## src/rtl/modular_square_root_top_macros.svh

```systemverilog
// Assertion macros shared by the modular square root RTL.
// Included by the modules that carry concurrent assertions; no other dependencies.
`ifndef MODULAR_SQUARE_ROOT_TOP_MACROS_SVH
`define MODULAR_SQUARE_ROOT_TOP_MACROS_SVH

// same-cycle implication under a synchronous active-high reset
`define MSR_ASSERT_IMP(name, clk, rst, ante, cons, msg) \
   name: assert property (@(posedge clk) disable iff (rst) (ante) |-> (cons)) \
      else $error(msg);

// next-cycle implication
`define MSR_ASSERT_NXT(name, clk, rst, ante, cons, msg) \
   name: assert property (@(posedge clk) disable iff (rst) (ante) |=> (cons)) \
      else $error(msg);

`endif

```

## src/rtl/msr_pkg.sv

```systemverilog
// Package for the modular square root block: datapath command codes,
// status struct and fixed constants. No dependencies.
`default_nettype none

package msr_pkg;

   localparam int IDX_W     = 7;     // holds counts up to 64 (S, M, i, j)
   localparam int Z_W       = 12;    // non-residue candidate counter
   localparam int NQR_LIMIT = 4096;  // candidates 2 .. NQR_LIMIT-1

   typedef enum logic [4:0] {
      OP_NOP,
      OP_LOAD,
      OP_RED_A,
      OP_POW_EUL_A,
      OP_POW_EUL_Z,
      OP_POW_SQ3,
      OP_INIT_G,
      OP_FACT,
      OP_Z_INC,
      OP_POW_C,
      OP_POW_T,
      OP_POW_R,
      OP_MUL_TT,
      OP_MUL_TMP,
      OP_B_INIT,
      OP_MUL_BB,
      OP_MUL_C,
      OP_MUL_T,
      OP_MUL_R,
      OP_OUT_ZERO,
      OP_OUT_P2,
      OP_OUT_NQR,
      OP_OUT_ROOT,
      OP_OUT_FAIL
   } op_type;

   typedef struct packed {
      logic done;       // arithmetic unit result written this cycle
      logic p_eq2;
      logic p_gt2;
      logic p_mod4_3;
      logic a_zero;
      logic pw_one;
      logic pw_pm1;
      logic q_even_nz;
      logic z_last;
      logic t_one;
      logic tmp_one;
      logic i_lt_m;
      logic j_lt_m;
   } status_type;

endpackage

`default_nettype wire

```

## src/rtl/msr_mulm.sv

```systemverilog
// Bit-serial modular multiplier: one bit of b per cycle, double-and-add mod p.
// Operand a must be below p. No package dependencies.
`default_nettype none

module msr_mulm #(
   parameter int WIDTH = 64
) (
   input  wire logic             clock,
   input  wire logic             reset,
   input  wire logic             start,
   input  wire logic [WIDTH-1:0] a,
   input  wire logic [WIDTH-1:0] b,
   input  wire logic [WIDTH-1:0] p,
   output logic                  done,
   output logic [WIDTH-1:0]      result
);

   localparam int CW = $clog2(WIDTH + 1);

   logic [WIDTH-1:0] r_ff, b_ff;
   logic [CW-1:0]    cnt_ff;
   logic             busy_ff, done_ff;
   logic [WIDTH:0]   sum1, sum2, pw;
   logic [WIDTH-1:0] r1, r2;

   assign pw = {1'b0, p};

   always_comb begin
      sum1 = {1'b0, r_ff} + {1'b0, r_ff};
      r1   = (sum1 >= pw) ? WIDTH'(sum1 - pw) : sum1[WIDTH-1:0];
      sum2 = {1'b0, r1} + {1'b0, a};
      if (b_ff[WIDTH-1]) begin
         r2 = (sum2 >= pw) ? WIDTH'(sum2 - pw) : sum2[WIDTH-1:0];
      end else begin
         r2 = r1;
      end
   end

   always_ff @(posedge clock) begin
      if (reset) begin
         busy_ff <= 1'b0;
         done_ff <= 1'b0;
      end else begin
         done_ff <= 1'b0;
         if (start) begin
            r_ff    <= '0;
            b_ff    <= b;
            cnt_ff  <= CW'(WIDTH);
            busy_ff <= 1'b1;
         end else if (busy_ff) begin
            r_ff   <= r2;
            b_ff   <= b_ff << 1;
            cnt_ff <= cnt_ff - CW'(1);
            if (cnt_ff == CW'(1)) begin
               busy_ff <= 1'b0;
               done_ff <= 1'b1;
            end
         end
      end
   end

   assign done   = done_ff;
   assign result = r_ff;

endmodule

`default_nettype wire

```

## src/rtl/msr_pow.sv

```systemverilog
// Modular exponentiation and single-product unit over one shared msr_mulm.
// Left-to-right square and multiply; bases must be below p.
`default_nettype none

module msr_pow #(
   parameter int WIDTH = 64
) (
   input  wire logic             clock,
   input  wire logic             reset,
   input  wire logic             start,
   input  wire logic             mode_pow,
   input  wire logic [WIDTH-1:0] x,
   input  wire logic [WIDTH-1:0] y,
   input  wire logic [WIDTH-1:0] p,
   output logic                  done,
   output logic [WIDTH-1:0]      result
);

   localparam int CW = $clog2(WIDTH + 1);

   typedef enum logic [2:0] {P_IDLE, P_MUL, P_SQ, P_SQW, P_ML, P_MLW} pstate_type;

   pstate_type       state_ff;
   logic [WIDTH-1:0] x_ff, e_ff, acc_ff, ma_ff, mb_ff;
   logic [CW-1:0]    cnt_ff;
   logic             done_ff, m_start_ff, m_done;
   logic [WIDTH-1:0] m_res;
   logic             acc_one;

   assign acc_one = (acc_ff == WIDTH'(1));

   msr_mulm #(.WIDTH(WIDTH)) u_mulm (
      .clock  (clock),
      .reset  (reset),
      .start  (m_start_ff),
      .a      (ma_ff),
      .b      (mb_ff),
      .p      (p),
      .done   (m_done),
      .result (m_res)
   );

   always_ff @(posedge clock) begin
      if (reset) begin
         state_ff   <= P_IDLE;
         done_ff    <= 1'b0;
         m_start_ff <= 1'b0;
      end else begin
         done_ff    <= 1'b0;
         m_start_ff <= 1'b0;
         case (state_ff)
            P_IDLE: begin
               if (start) begin
                  x_ff   <= x;
                  e_ff   <= y;
                  acc_ff <= WIDTH'(1);
                  cnt_ff <= CW'(WIDTH);
                  if (mode_pow) begin
                     state_ff <= P_SQ;
                  end else begin
                     ma_ff      <= x;
                     mb_ff      <= y;
                     m_start_ff <= 1'b1;
                     state_ff   <= P_MUL;
                  end
               end
            end
            P_MUL: begin
               if (m_done) begin
                  acc_ff   <= m_res;
                  done_ff  <= 1'b1;
                  state_ff <= P_IDLE;
               end
            end
            P_SQ: begin
               if (cnt_ff == '0) begin
                  done_ff  <= 1'b1;
                  state_ff <= P_IDLE;
               end else if (acc_one) begin
                  // squaring one gives one: skip it
                  state_ff <= P_ML;
               end else begin
                  ma_ff      <= acc_ff;
                  mb_ff      <= acc_ff;
                  m_start_ff <= 1'b1;
                  state_ff   <= P_SQW;
               end
            end
            P_SQW: begin
               if (m_done) begin
                  acc_ff   <= m_res;
                  state_ff <= P_ML;
               end
            end
            P_ML: begin
               if (!e_ff[WIDTH-1]) begin
                  e_ff     <= e_ff << 1;
                  cnt_ff   <= cnt_ff - CW'(1);
                  state_ff <= P_SQ;
               end else if (acc_one) begin
                  acc_ff   <= x_ff;
                  e_ff     <= e_ff << 1;
                  cnt_ff   <= cnt_ff - CW'(1);
                  state_ff <= P_SQ;
               end else begin
                  ma_ff      <= acc_ff;
                  mb_ff      <= x_ff;
                  m_start_ff <= 1'b1;
                  state_ff   <= P_MLW;
               end
            end
            P_MLW: begin
               if (m_done) begin
                  acc_ff   <= m_res;
                  e_ff     <= e_ff << 1;
                  cnt_ff   <= cnt_ff - CW'(1);
                  state_ff <= P_SQ;
               end
            end
            default: state_ff <= P_IDLE;
         endcase
      end
   end

   assign done   = done_ff;
   assign result = acc_ff;

endmodule

`default_nettype wire

```

## src/rtl/msr_dp.sv

```systemverilog
// Datapath of the modular square root block: operand registers, output
// payload and the exponentiation unit. Uses msr_pkg and msr_pow.
`default_nettype none

module msr_dp #(
   parameter int WIDTH = 64
) (
   input  wire logic             clock,
   input  wire logic             reset,
   input  wire msr_pkg::op_type  op,
   input  wire logic [WIDTH-1:0] req_value,
   input  wire logic [WIDTH-1:0] req_modulus,
   output msr_pkg::status_type   status,
   output logic [WIDTH-1:0]      rsp_root,
   output logic [1:0]            rsp_symbol
);

   localparam int IW = msr_pkg::IDX_W;
   localparam int ZW = msr_pkg::Z_W;

   typedef enum logic [2:0] {D_A, D_PW, D_R, D_C, D_T, D_TMP, D_B} dest_type;

   logic [WIDTH-1:0] v_ff, p_ff, a_ff, pw_ff, q_ff, zr_ff;
   logic [WIDTH-1:0] c_ff, t_ff, r_ff, b_ff, tmp_ff, root_ff;
   logic [IW-1:0]    s_ff, m_ff, i_ff, j_ff;
   logic [ZW-1:0]    z_ff;
   logic [1:0]       sym_ff;
   dest_type         dest_ff, dest_sel;

   logic             u_start, u_pow, u_done;
   logic [WIDTH-1:0] u_x, u_y, u_res;
   logic [WIDTH-1:0] e_eul, e_sq3, e_r;
   logic [WIDTH:0]   zr_inc;

   assign e_eul  = (p_ff - WIDTH'(1)) >> 1;
   assign e_sq3  = (p_ff >> 2) + WIDTH'(1);
   assign e_r    = (q_ff >> 1) + WIDTH'(1);
   assign zr_inc = {1'b0, zr_ff} + (WIDTH + 1)'(1);

   always_comb begin
      u_start  = 1'b1;
      u_pow    = 1'b1;
      u_x      = a_ff;
      u_y      = e_eul;
      dest_sel = D_PW;
      case (op)
         msr_pkg::OP_RED_A: begin
            // x * 1 walked over the bits of v leaves v mod p
            u_pow = 1'b0; u_x = WIDTH'(1); u_y = v_ff; dest_sel = D_A;
         end
         msr_pkg::OP_POW_EUL_A: begin
            u_x = a_ff; u_y = e_eul; dest_sel = D_PW;
         end
         msr_pkg::OP_POW_EUL_Z: begin
            u_x = zr_ff; u_y = e_eul; dest_sel = D_PW;
         end
         msr_pkg::OP_POW_SQ3: begin
            u_x = a_ff; u_y = e_sq3; dest_sel = D_R;
         end
         msr_pkg::OP_POW_C: begin
            u_x = zr_ff; u_y = q_ff; dest_sel = D_C;
         end
         msr_pkg::OP_POW_T: begin
            u_x = a_ff; u_y = q_ff; dest_sel = D_T;
         end
         msr_pkg::OP_POW_R: begin
            u_x = a_ff; u_y = e_r; dest_sel = D_R;
         end
         msr_pkg::OP_MUL_TT: begin
            u_pow = 1'b0; u_x = t_ff; u_y = t_ff; dest_sel = D_TMP;
         end
         msr_pkg::OP_MUL_TMP: begin
            u_pow = 1'b0; u_x = tmp_ff; u_y = tmp_ff; dest_sel = D_TMP;
         end
         msr_pkg::OP_MUL_BB: begin
            u_pow = 1'b0; u_x = b_ff; u_y = b_ff; dest_sel = D_B;
         end
         msr_pkg::OP_MUL_C: begin
            u_pow = 1'b0; u_x = b_ff; u_y = b_ff; dest_sel = D_C;
         end
         msr_pkg::OP_MUL_T: begin
            u_pow = 1'b0; u_x = t_ff; u_y = c_ff; dest_sel = D_T;
         end
         msr_pkg::OP_MUL_R: begin
            u_pow = 1'b0; u_x = r_ff; u_y = b_ff; dest_sel = D_R;
         end
         default: u_start = 1'b0;
      endcase
   end

   msr_pow #(.WIDTH(WIDTH)) u_pow_unit (
      .clock    (clock),
      .reset    (reset),
      .start    (u_start),
      .mode_pow (u_pow),
      .x        (u_x),
      .y        (u_y),
      .p        (p_ff),
      .done     (u_done),
      .result   (u_res)
   );

   always_ff @(posedge clock) begin
      if (u_start) begin
         dest_ff <= dest_sel;
      end
      if (u_done) begin
         case (dest_ff)
            D_A:     a_ff   <= u_res;
            D_PW:    pw_ff  <= u_res;
            D_R:     r_ff   <= u_res;
            D_C:     c_ff   <= u_res;
            D_T:     t_ff   <= u_res;
            D_TMP:   tmp_ff <= u_res;
            D_B:     b_ff   <= u_res;
            default: pw_ff  <= u_res;
         endcase
      end
      case (op)
         msr_pkg::OP_LOAD: begin
            v_ff <= req_value;
            p_ff <= req_modulus;
         end
         msr_pkg::OP_INIT_G: begin
            q_ff  <= p_ff - WIDTH'(1);
            s_ff  <= '0;
            z_ff  <= ZW'(2);
            zr_ff <= WIDTH'(2);
         end
         msr_pkg::OP_FACT: begin
            q_ff <= q_ff >> 1;
            s_ff <= s_ff + IW'(1);
         end
         msr_pkg::OP_Z_INC: begin
            z_ff  <= z_ff + ZW'(1);
            zr_ff <= (zr_inc == {1'b0, p_ff}) ? '0 : zr_inc[WIDTH-1:0];
         end
         msr_pkg::OP_POW_C:   m_ff <= s_ff;
         msr_pkg::OP_MUL_TT:  i_ff <= IW'(1);
         msr_pkg::OP_MUL_TMP: i_ff <= i_ff + IW'(1);
         msr_pkg::OP_B_INIT: begin
            b_ff <= c_ff;
            j_ff <= i_ff + IW'(1);
         end
         msr_pkg::OP_MUL_BB:  j_ff <= j_ff + IW'(1);
         msr_pkg::OP_MUL_C:   m_ff <= i_ff;
         msr_pkg::OP_OUT_ZERO: begin
            root_ff <= '0;
            sym_ff  <= 2'd0;
         end
         msr_pkg::OP_OUT_P2: begin
            root_ff <= WIDTH'(v_ff[0]);
            sym_ff  <= {1'b0, v_ff[0]};
         end
         msr_pkg::OP_OUT_NQR: begin
            root_ff <= '0;
            sym_ff  <= 2'd2;
         end
         msr_pkg::OP_OUT_ROOT: begin
            root_ff <= r_ff;
            sym_ff  <= 2'd1;
         end
         msr_pkg::OP_OUT_FAIL: begin
            root_ff <= '0;
            sym_ff  <= 2'd1;
         end
         default: ;
      endcase
   end

   always_comb begin
      status.done      = u_done;
      status.p_eq2     = (p_ff == WIDTH'(2));
      status.p_gt2     = (p_ff > WIDTH'(2));
      status.p_mod4_3  = (p_ff[1:0] == 2'b11);
      status.a_zero    = (a_ff == '0);
      status.pw_one    = (pw_ff == WIDTH'(1));
      status.pw_pm1    = (pw_ff == p_ff - WIDTH'(1));
      status.q_even_nz = (q_ff != '0) && !q_ff[0];
      status.z_last    = (z_ff == ZW'(msr_pkg::NQR_LIMIT - 1));
      status.t_one     = (t_ff == WIDTH'(1));
      status.tmp_one   = (tmp_ff == WIDTH'(1));
      status.i_lt_m    = (i_ff < m_ff);
      status.j_lt_m    = (j_ff < m_ff);
   end

   assign rsp_root   = root_ff;
   assign rsp_symbol = sym_ff;

endmodule

`default_nettype wire

```

## src/rtl/msr_ctrl.sv

```systemverilog
// Controller of the modular square root block: sequences the datapath
// commands and owns both handshakes. Uses msr_pkg and the assertion macros.
`default_nettype none
`include "modular_square_root_top_macros.svh"

module msr_ctrl (
   input  wire logic                clock,
   input  wire logic                reset,
   input  wire logic                req_valid,
   output logic                     req_stall,
   output logic                     rsp_valid,
   input  wire logic                rsp_stall,
   input  wire msr_pkg::status_type status,
   output msr_pkg::op_type          op
);

   typedef enum logic [4:0] {
      S_IDLE, S_CHK, S_RED_W, S_RED_D, S_EUL_W, S_EUL_D, S_SQ3_W, S_FACT,
      S_ZEUL_W, S_ZEUL_D, S_PC_W, S_PT, S_PT_W, S_PR, S_PR_W, S_LOOP,
      S_TT_W, S_TMP, S_TMP_W, S_BCHK, S_BB_W, S_MC_W, S_MT, S_MT_W,
      S_MR, S_MR_W, S_FIN
   } state_type;

   typedef enum logic [2:0] {K_ZERO, K_P2, K_NQR, K_ROOT, K_FAIL} kind_type;

   state_type state_ff, state_in;
   kind_type  kind_ff, kind_in;
   logic      rsp_valid_ff, slot_free, out_issue, is_wait;

   assign slot_free = !rsp_valid_ff || !rsp_stall;

   always_comb begin
      state_in = state_ff;
      kind_in  = kind_ff;
      op       = msr_pkg::OP_NOP;
      case (state_ff)
         S_IDLE: begin
            if (req_valid) begin
               op = msr_pkg::OP_LOAD;
               state_in = S_CHK;
            end
         end
         S_CHK: begin
            if (status.p_eq2) begin
               kind_in = K_P2; state_in = S_FIN;
            end else if (!status.p_gt2) begin
               kind_in = K_ZERO; state_in = S_FIN;
            end else begin
               op = msr_pkg::OP_RED_A; state_in = S_RED_W;
            end
         end
         S_RED_W: if (status.done) state_in = S_RED_D;
         S_RED_D: begin
            if (status.a_zero) begin
               kind_in = K_ZERO; state_in = S_FIN;
            end else begin
               op = msr_pkg::OP_POW_EUL_A; state_in = S_EUL_W;
            end
         end
         S_EUL_W: if (status.done) state_in = S_EUL_D;
         S_EUL_D: begin
            if (!status.pw_one) begin
               kind_in = K_NQR; state_in = S_FIN;
            end else if (status.p_mod4_3) begin
               op = msr_pkg::OP_POW_SQ3; state_in = S_SQ3_W;
            end else begin
               op = msr_pkg::OP_INIT_G; state_in = S_FACT;
            end
         end
         S_SQ3_W: begin
            if (status.done) begin
               kind_in = K_ROOT; state_in = S_FIN;
            end
         end
         S_FACT: begin
            // strip factors of two from p-1, then test the current candidate
            if (status.q_even_nz) begin
               op = msr_pkg::OP_FACT;
            end else begin
               op = msr_pkg::OP_POW_EUL_Z; state_in = S_ZEUL_W;
            end
         end
         S_ZEUL_W: if (status.done) state_in = S_ZEUL_D;
         S_ZEUL_D: begin
            if (status.pw_pm1) begin
               op = msr_pkg::OP_POW_C; state_in = S_PC_W;
            end else if (status.z_last) begin
               kind_in = K_FAIL; state_in = S_FIN;
            end else begin
               op = msr_pkg::OP_Z_INC; state_in = S_FACT;
            end
         end
         S_PC_W: if (status.done) state_in = S_PT;
         S_PT: begin
            op = msr_pkg::OP_POW_T; state_in = S_PT_W;
         end
         S_PT_W: if (status.done) state_in = S_PR;
         S_PR: begin
            op = msr_pkg::OP_POW_R; state_in = S_PR_W;
         end
         S_PR_W: if (status.done) state_in = S_LOOP;
         S_LOOP: begin
            if (status.t_one) begin
               kind_in = K_ROOT; state_in = S_FIN;
            end else begin
               op = msr_pkg::OP_MUL_TT; state_in = S_TT_W;
            end
         end
         S_TT_W: if (status.done) state_in = S_TMP;
         S_TMP: begin
            if (!status.tmp_one && status.i_lt_m) begin
               op = msr_pkg::OP_MUL_TMP; state_in = S_TMP_W;
            end else if (!status.i_lt_m) begin
               kind_in = K_FAIL; state_in = S_FIN;
            end else begin
               op = msr_pkg::OP_B_INIT; state_in = S_BCHK;
            end
         end
         S_TMP_W: if (status.done) state_in = S_TMP;
         S_BCHK: begin
            if (status.j_lt_m) begin
               op = msr_pkg::OP_MUL_BB; state_in = S_BB_W;
            end else begin
               op = msr_pkg::OP_MUL_C; state_in = S_MC_W;
            end
         end
         S_BB_W: if (status.done) state_in = S_BCHK;
         S_MC_W: if (status.done) state_in = S_MT;
         S_MT: begin
            op = msr_pkg::OP_MUL_T; state_in = S_MT_W;
         end
         S_MT_W: if (status.done) state_in = S_MR;
         S_MR: begin
            op = msr_pkg::OP_MUL_R; state_in = S_MR_W;
         end
         S_MR_W: if (status.done) state_in = S_LOOP;
         S_FIN: begin
            // hold the result until the output register can take it
            if (slot_free) begin
               state_in = S_IDLE;
               case (kind_ff)
                  K_ZERO:  op = msr_pkg::OP_OUT_ZERO;
                  K_P2:    op = msr_pkg::OP_OUT_P2;
                  K_NQR:   op = msr_pkg::OP_OUT_NQR;
                  K_ROOT:  op = msr_pkg::OP_OUT_ROOT;
                  K_FAIL:  op = msr_pkg::OP_OUT_FAIL;
                  default: op = msr_pkg::OP_OUT_ZERO;
               endcase
            end
         end
         default: state_in = S_IDLE;
      endcase
   end

   assign out_issue = (state_ff == S_FIN) && slot_free;

   always_ff @(posedge clock) begin
      if (reset) begin
         state_ff     <= S_IDLE;
         kind_ff      <= K_ZERO;
         rsp_valid_ff <= 1'b0;
      end else begin
         state_ff <= state_in;
         kind_ff  <= kind_in;
         if (out_issue) begin
            rsp_valid_ff <= 1'b1;
         end else if (!rsp_stall) begin
            rsp_valid_ff <= 1'b0;
         end
      end
   end

   assign req_stall = (state_ff != S_IDLE);
   assign rsp_valid = rsp_valid_ff;

   assign is_wait = (state_ff == S_RED_W) || (state_ff == S_EUL_W) ||
                    (state_ff == S_SQ3_W) || (state_ff == S_ZEUL_W) ||
                    (state_ff == S_PC_W)  || (state_ff == S_PT_W) ||
                    (state_ff == S_PR_W)  || (state_ff == S_TT_W) ||
                    (state_ff == S_TMP_W) || (state_ff == S_BB_W) ||
                    (state_ff == S_MC_W)  || (state_ff == S_MT_W) ||
                    (state_ff == S_MR_W);

   `MSR_ASSERT_IMP(a_done_in_wait, clock, reset, status.done, is_wait, "unit done outside wait")
   `MSR_ASSERT_NXT(a_done_pulse, clock, reset, status.done, !status.done, "unit done not a pulse")
   `MSR_ASSERT_IMP(a_out_free, clock, reset, out_issue, (!rsp_valid_ff || !rsp_stall), "result overwritten")

endmodule

`default_nettype wire

```

## src/rtl/modular_square_root_top.sv

```systemverilog
// Modular square root (Legendre symbol plus Tonelli-Shanks root) for a prime
// modulus of WIDTH bits. One item is in work at a time; a finished result waits
// in the output register while the next item is taken. Every product goes
// through one bit-serial modular multiplier, and an exponentiation costs up to
// 2*WIDTH products. A modulus of two or below finishes with no product, a zero
// value after one reduction, a non-residue after one reduction and one
// exponentiation, a residue for a modulus of 3 mod 4 after one reduction and two
// exponentiations; other moduli add one exponentiation per candidate tried,
// three more, and the squaring loop. Built from msr_ctrl (sequencer) and msr_dp
// (registers and arithmetic), using msr_pkg.
`default_nettype none

module modular_square_root_top #(
   parameter int WIDTH = 64
) (
   input  wire logic             clock,
   input  wire logic             reset,
   input  wire logic             req_valid,
   output logic                  req_stall,
   input  wire logic [WIDTH-1:0] req_value,
   input  wire logic [WIDTH-1:0] req_modulus,
   output logic                  rsp_valid,
   input  wire logic             rsp_stall,
   output logic [WIDTH-1:0]      rsp_root,
   output logic [1:0]            rsp_symbol
);

   msr_pkg::op_type     op;
   msr_pkg::status_type status;

   msr_ctrl u_ctrl (
      .clock     (clock),
      .reset     (reset),
      .req_valid (req_valid),
      .req_stall (req_stall),
      .rsp_valid (rsp_valid),
      .rsp_stall (rsp_stall),
      .status    (status),
      .op        (op)
   );

   msr_dp #(.WIDTH(WIDTH)) u_dp (
      .clock       (clock),
      .reset       (reset),
      .op          (op),
      .req_value   (req_value),
      .req_modulus (req_modulus),
      .status      (status),
      .rsp_root    (rsp_root),
      .rsp_symbol  (rsp_symbol)
   );

endmodule

`default_nettype wire
```

## config.mk

```make
export PLATFORM = sky130hd
export DESIGN_NAME = modular_square_root_top
export DESIGN_NICKNAME = d
export VERILOG_FILES = /design/src/rtl/msr_pkg.sv /design/src/rtl/msr_mulm.sv /design/src/rtl/msr_pow.sv /design/src/rtl/msr_dp.sv /design/src/rtl/msr_ctrl.sv /design/src/rtl/modular_square_root_top.sv
export VERILOG_INCLUDE_DIRS = /design/src /design/src/rtl
export SDC_FILE = /design/constraint.sdc
export NUM_CORES = 2
export LEC_CHECK = 0
export BUFFER_PORTS_ARGS = -buffer_cell sky130_fd_sc_hd__clkbuf_2
export CELL_PAD_IN_SITES_DETAIL_PLACEMENT = 1
export CELL_PAD_IN_SITES_GLOBAL_PLACEMENT = 2
export CORE_MARGIN = 5
export CORE_UTILIZATION = 39
export DETAILED_ROUTE_END_ITERATION = 10
export GPL_TIMING_DRIVEN = 0
export PLACE_DENSITY = 0.8
export SYNTH_ARGS = -nofsm -noshare
export SYNTH_HDL_FRONTEND = slang
export SYNTH_HIERARCHICAL = 1
export SYNTH_SLANG_ARGS = --single-unit
```

## constraint.sdc

```tcl
create_clock -name clock -period 17.4 [get_ports clock]
set_input_delay 0 -clock clock [delete_from_list [all_inputs] [get_ports clock]]
set_output_delay 0 -clock clock [all_outputs]
set_load 0.1 [all_outputs]
```

==> flow_metrics.py <==
metrics = {
    "run_status": {
        "status": "finished with violations",
        "violations": "capacitance limit, slew limit",
    },
    "worst_hold_path": {
        "hp-class": "primary input to register",
        "hold_path.startpoint": "rsp_stall",
        "worstHoldPathCells": 4,
        "holdPathEnd": "u_ctrl/rsp_valid",
    },
    "die": {
        "die_h_um": 453,
        "rows": 162,
        "io_pins": 200,
        "die-area_mm2": 0.205,
        "core_mm2": 0.195,
        "initial_core_util_pct": 39.2,
        "die_x_um": 453,
    },
    "clock_tree": {
        "clock-sinks": 1291,
        "cts-resized-gates": 0,
        "path_clk_slew_ns": 0.07,
        "insertion_delay_ns": 0.86,
        "cts-root-buf": "clkbuf_16",
        "clockBufferDepth": 3,
        "htree_levels": 4,
        "cts_tree": "built",
        "post_cts_buffers": 0,
        "hold_buffers": 259,
        "numCtsBuffers": 150,
    },
    "timing": {
        "fmax_mhz": 74.3,
        "relSlewSlack_pct": -6.44,
        "fin_skew_ns": 0.0604,
        "tightest_slew_ns": 1.58,
        "min_period_over_period_pct": 77.4,
        "period_needed_ns": 13.47,
        "drv_slew": 36,
        "rsz0062_at_grt": "false",
        "fin_ws_ns": 3.93,
        "hold_viol": 0,
        "setup_violations": 0,
    },
    "route": {
        "finalWirelength_um": 427000,
        "drtIter0Drc": 10700,
        "vias": 69400,
        "antenna_left": 0,
        "avgViaCountPerCell": 6.52,
        "wl_per_cell_um": 40.2,
        "route.detailed.drc": 0,
        "firstDrtPassIters": 9,
    },
    "critical_path": {
        "reg2reg_to": "u_dp/u_pow_unit/u_mulm/result[50]",
        "cp.arrival_ns": 13.94,
        "start_kind": "register",
        "rrSetupSlack_ns": 3.93,
        "reg2regPathDepth": 34,
        "crit_family": "compound AO/OA/AOI/OAI gates",
        "crit_path_frequent_cell": "nand2_1",
        "endpoint_kind": "register",
        "critical_path.slowest_cell": "edfxtp_1",
        "crit_type": "register to register",
        "critPathBufInv": 5,
        "reg2reg_from": "u_dp/p_ff[21]",
        "cp.required_ns": 17.88,
        "path_max_fanout": 10,
        "max_stage_delay_ns": 0.99,
    },
    "synth": {
        "syn_inst": 7195,
        "async_flop_share_pct": 0,
        "synth_sequential_area_ratio_pct": 50.5,
        "synth_top_cell_by_area": "edfxtp_1",
        "synth_top_area_share_pct": 50.1,
        "synth_fp_nets": 7549,
        "ys_seq_elements": 1291,
        "synth_edf_count": 1275,
        "ys.flop_type": "edfxtp_1",
        "synth_warnings": 6,
        "synth_area_leaders": "edfxtp_1 (50%), xnor2_1 (4.0%), ha_1 (3.6%), mux2_2 (3.4%), nand2_1 (3.3%)",
        "ys_types": 124,
        "synth_area_mm2": 0.0764,
        "syn_avg_cell_area_um2": 10.6,
    },
    "grt": {
        "grt_pass1_vias": 68100,
        "antenna_found_initial": 36,
        "overflow": 0,
        "grt_pass1_wl_um": 570000,
        "grt_max_degree": 51,
        "track_usage_pct": 40.4,
    },
    "cells_and_area": {
        "layout.nets": 8238,
        "regArea_mm2": 0.0386,
        "fillCellCount": 21400,
        "areaGrowthSynthToFinish_pct": 17.3,
        "drive_gt1_share_pct": 12.2,
        "multi_input_area_mm2": 0.0352,
    },
    "place": {
        "port_buffers": 199,
        "dpl_worst_slack_ns": 4.12,
        "hpwl_um": 343000,
        "place_congestion": 1.09,
    },
    "job": {
        "cap_violations": 6,
    },
}
routing by layer:
layer / track usage (%) / share of wire, %
met1: 49.0 / 37
met2: 62.5 / 44
met3: 10.7 / 10
met4: 28.3 / 8.7
met5: 0 / 0.019
registers in the layout, indices dropped and copies added (netlist names), 12 cells and up:
register                       flops
u_dp/z_ff                         12
u_dp/tmp_ff                       64
u_dp/u_pow_unit/u_mulm/result     64
u_dp/zr_ff                        64
u_dp/c_ff                         64
u_dp/pw_ff                        64
u_dp/t_ff                         64
u_dp/b_ff                         64
u_dp/rsp_root                     64
u_dp/p_ff                         64
u_dp/u_pow_unit/e_ff              64
u_dp/q_ff                         64
u_dp/u_pow_unit/ma_ff             64
u_dp/u_pow_unit/result            64
u_dp/u_pow_unit/mb_ff             64
u_dp/v_ff                         64
u_dp/u_pow_unit/x_ff              64
u_dp/a_ff                         64
u_dp/r_ff                         64
u_dp/u_pow_unit/u_mulm/b_ff       64
area by class of cell:
type	count	share of cell area, %
inverters	184	0.771
flip-flops and latches	1291	43.1
repair buffers	537	5.19
clock inverters	89	1.24
diodes	19	0.0531
clock buffers	179	4.31
multi-input cells	5219	39.3
plain buffers	501	2.43
well taps	2624	3.66
Yosys cell counts (all sizes together) (21+ instances only):
cell / n
a2111oi: 21
a211oi: 66
a21o: 116
a21oi: 495
a221oi: 42
a222oi: 122
a22o: 69
a22oi: 211
a31oi: 102
and2: 101
and3: 63
and4: 30
buf: 134
clkbuf: 367
edfxtp: 1275
ha: 219
inv: 183
mux2: 239
mux2i: 28
nand2: 680
nand2b: 43
nand3: 221
nand4: 147
nor2: 553
nor2b: 47
nor3: 135
nor3b: 23
nor4: 160
o211a: 29
o211ai: 43
o21a: 35
o21ai: 286
o21bai: 46
or3: 39
or4: 23
xnor2: 349
xor2: 186
worst min-delay path: cells and delay by family:
family / cells / cell delay (ns)
AO/OA/AOI/OAI: 1 / 0.09
buffers and inverters: 2 / 0.63
AND/OR/NAND/NOR: 1 / 0.11
stage by stage:
stage          util, %  hold WS [ns]  TNS (ns)  std cells  cell area (um2)
3_3_place_gp      41.4         0.178   -916.19      10000            80700
5_1_grt           45.9        0.0772         0      10600            89600
6_report          46.0        0.0620         0      10600            89600
2_1_floorplan        -        0.0728         0       7195            76400
4_1_cts           45.9        0.0466         0      10600            89500
3_5_place_dp      42.0         0.179         0      10100            81900
kinds of logic (layout without fill, tap and decap cells):
logic type                 Yosys count  count (layout)  share of synthesized area [%]
muxes                              267             267                           3.90
DFF                               1291            1291                           50.5
xor gates and xnor gates           539             539                           6.25
other                                0              19                              0
and+or+nand+nor                   2320            2320                           15.0
buffers and inverters              685            1490                           3.75
adders and majority gates          223             223                           3.68
AOI/OAI and AO/OA                 1870            1870                           16.9
worst max-delay path by stage:
stage               depth (start not counted)          start  slack [ns]                           endpoint
CTS                                        37  u_dp/p_ff[22]        4.06  u_dp/u_pow_unit/u_mulm/result[50]
detailed placement                         37  u_dp/p_ff[22]        4.12  u_dp/u_pow_unit/u_mulm/result[50]
floorplan                                  23  u_dp/p_ff[19]        4.63            u_dp/u_pow_unit/x_ff[0]
global placement                           18   u_dp/p_ff[2]       -4.88            u_dp/u_pow_unit/x_ff[2]
global route                               37  u_dp/p_ff[21]        4.08  u_dp/u_pow_unit/u_mulm/result[50]
finish                                     34  u_dp/p_ff[21]        3.93  u_dp/u_pow_unit/u_mulm/result[50]
placed cells by master (no fill, tap or decap), types with 122 or more instances in the layout:
cell           instances
ha_1                 219
clkbuf_2             209
xor2_1               186
dlygate4sd3_1        259
mux2_2               229
nand3_1              220
nor4_1               134
inv_1                181
edfxtp_1            1275
nand4_1              146
a21oi_1              482
a222oi_1             122
clkbuf_1             386
xnor2_1              349
o21ai_0              190
a22oi_1              211
nand2_1              680
clkbuf_16            150
nor2_1               545
Power is not shown: default switching activity piles up to over one toggle a cycle in this logic, so the estimate is an artifact.
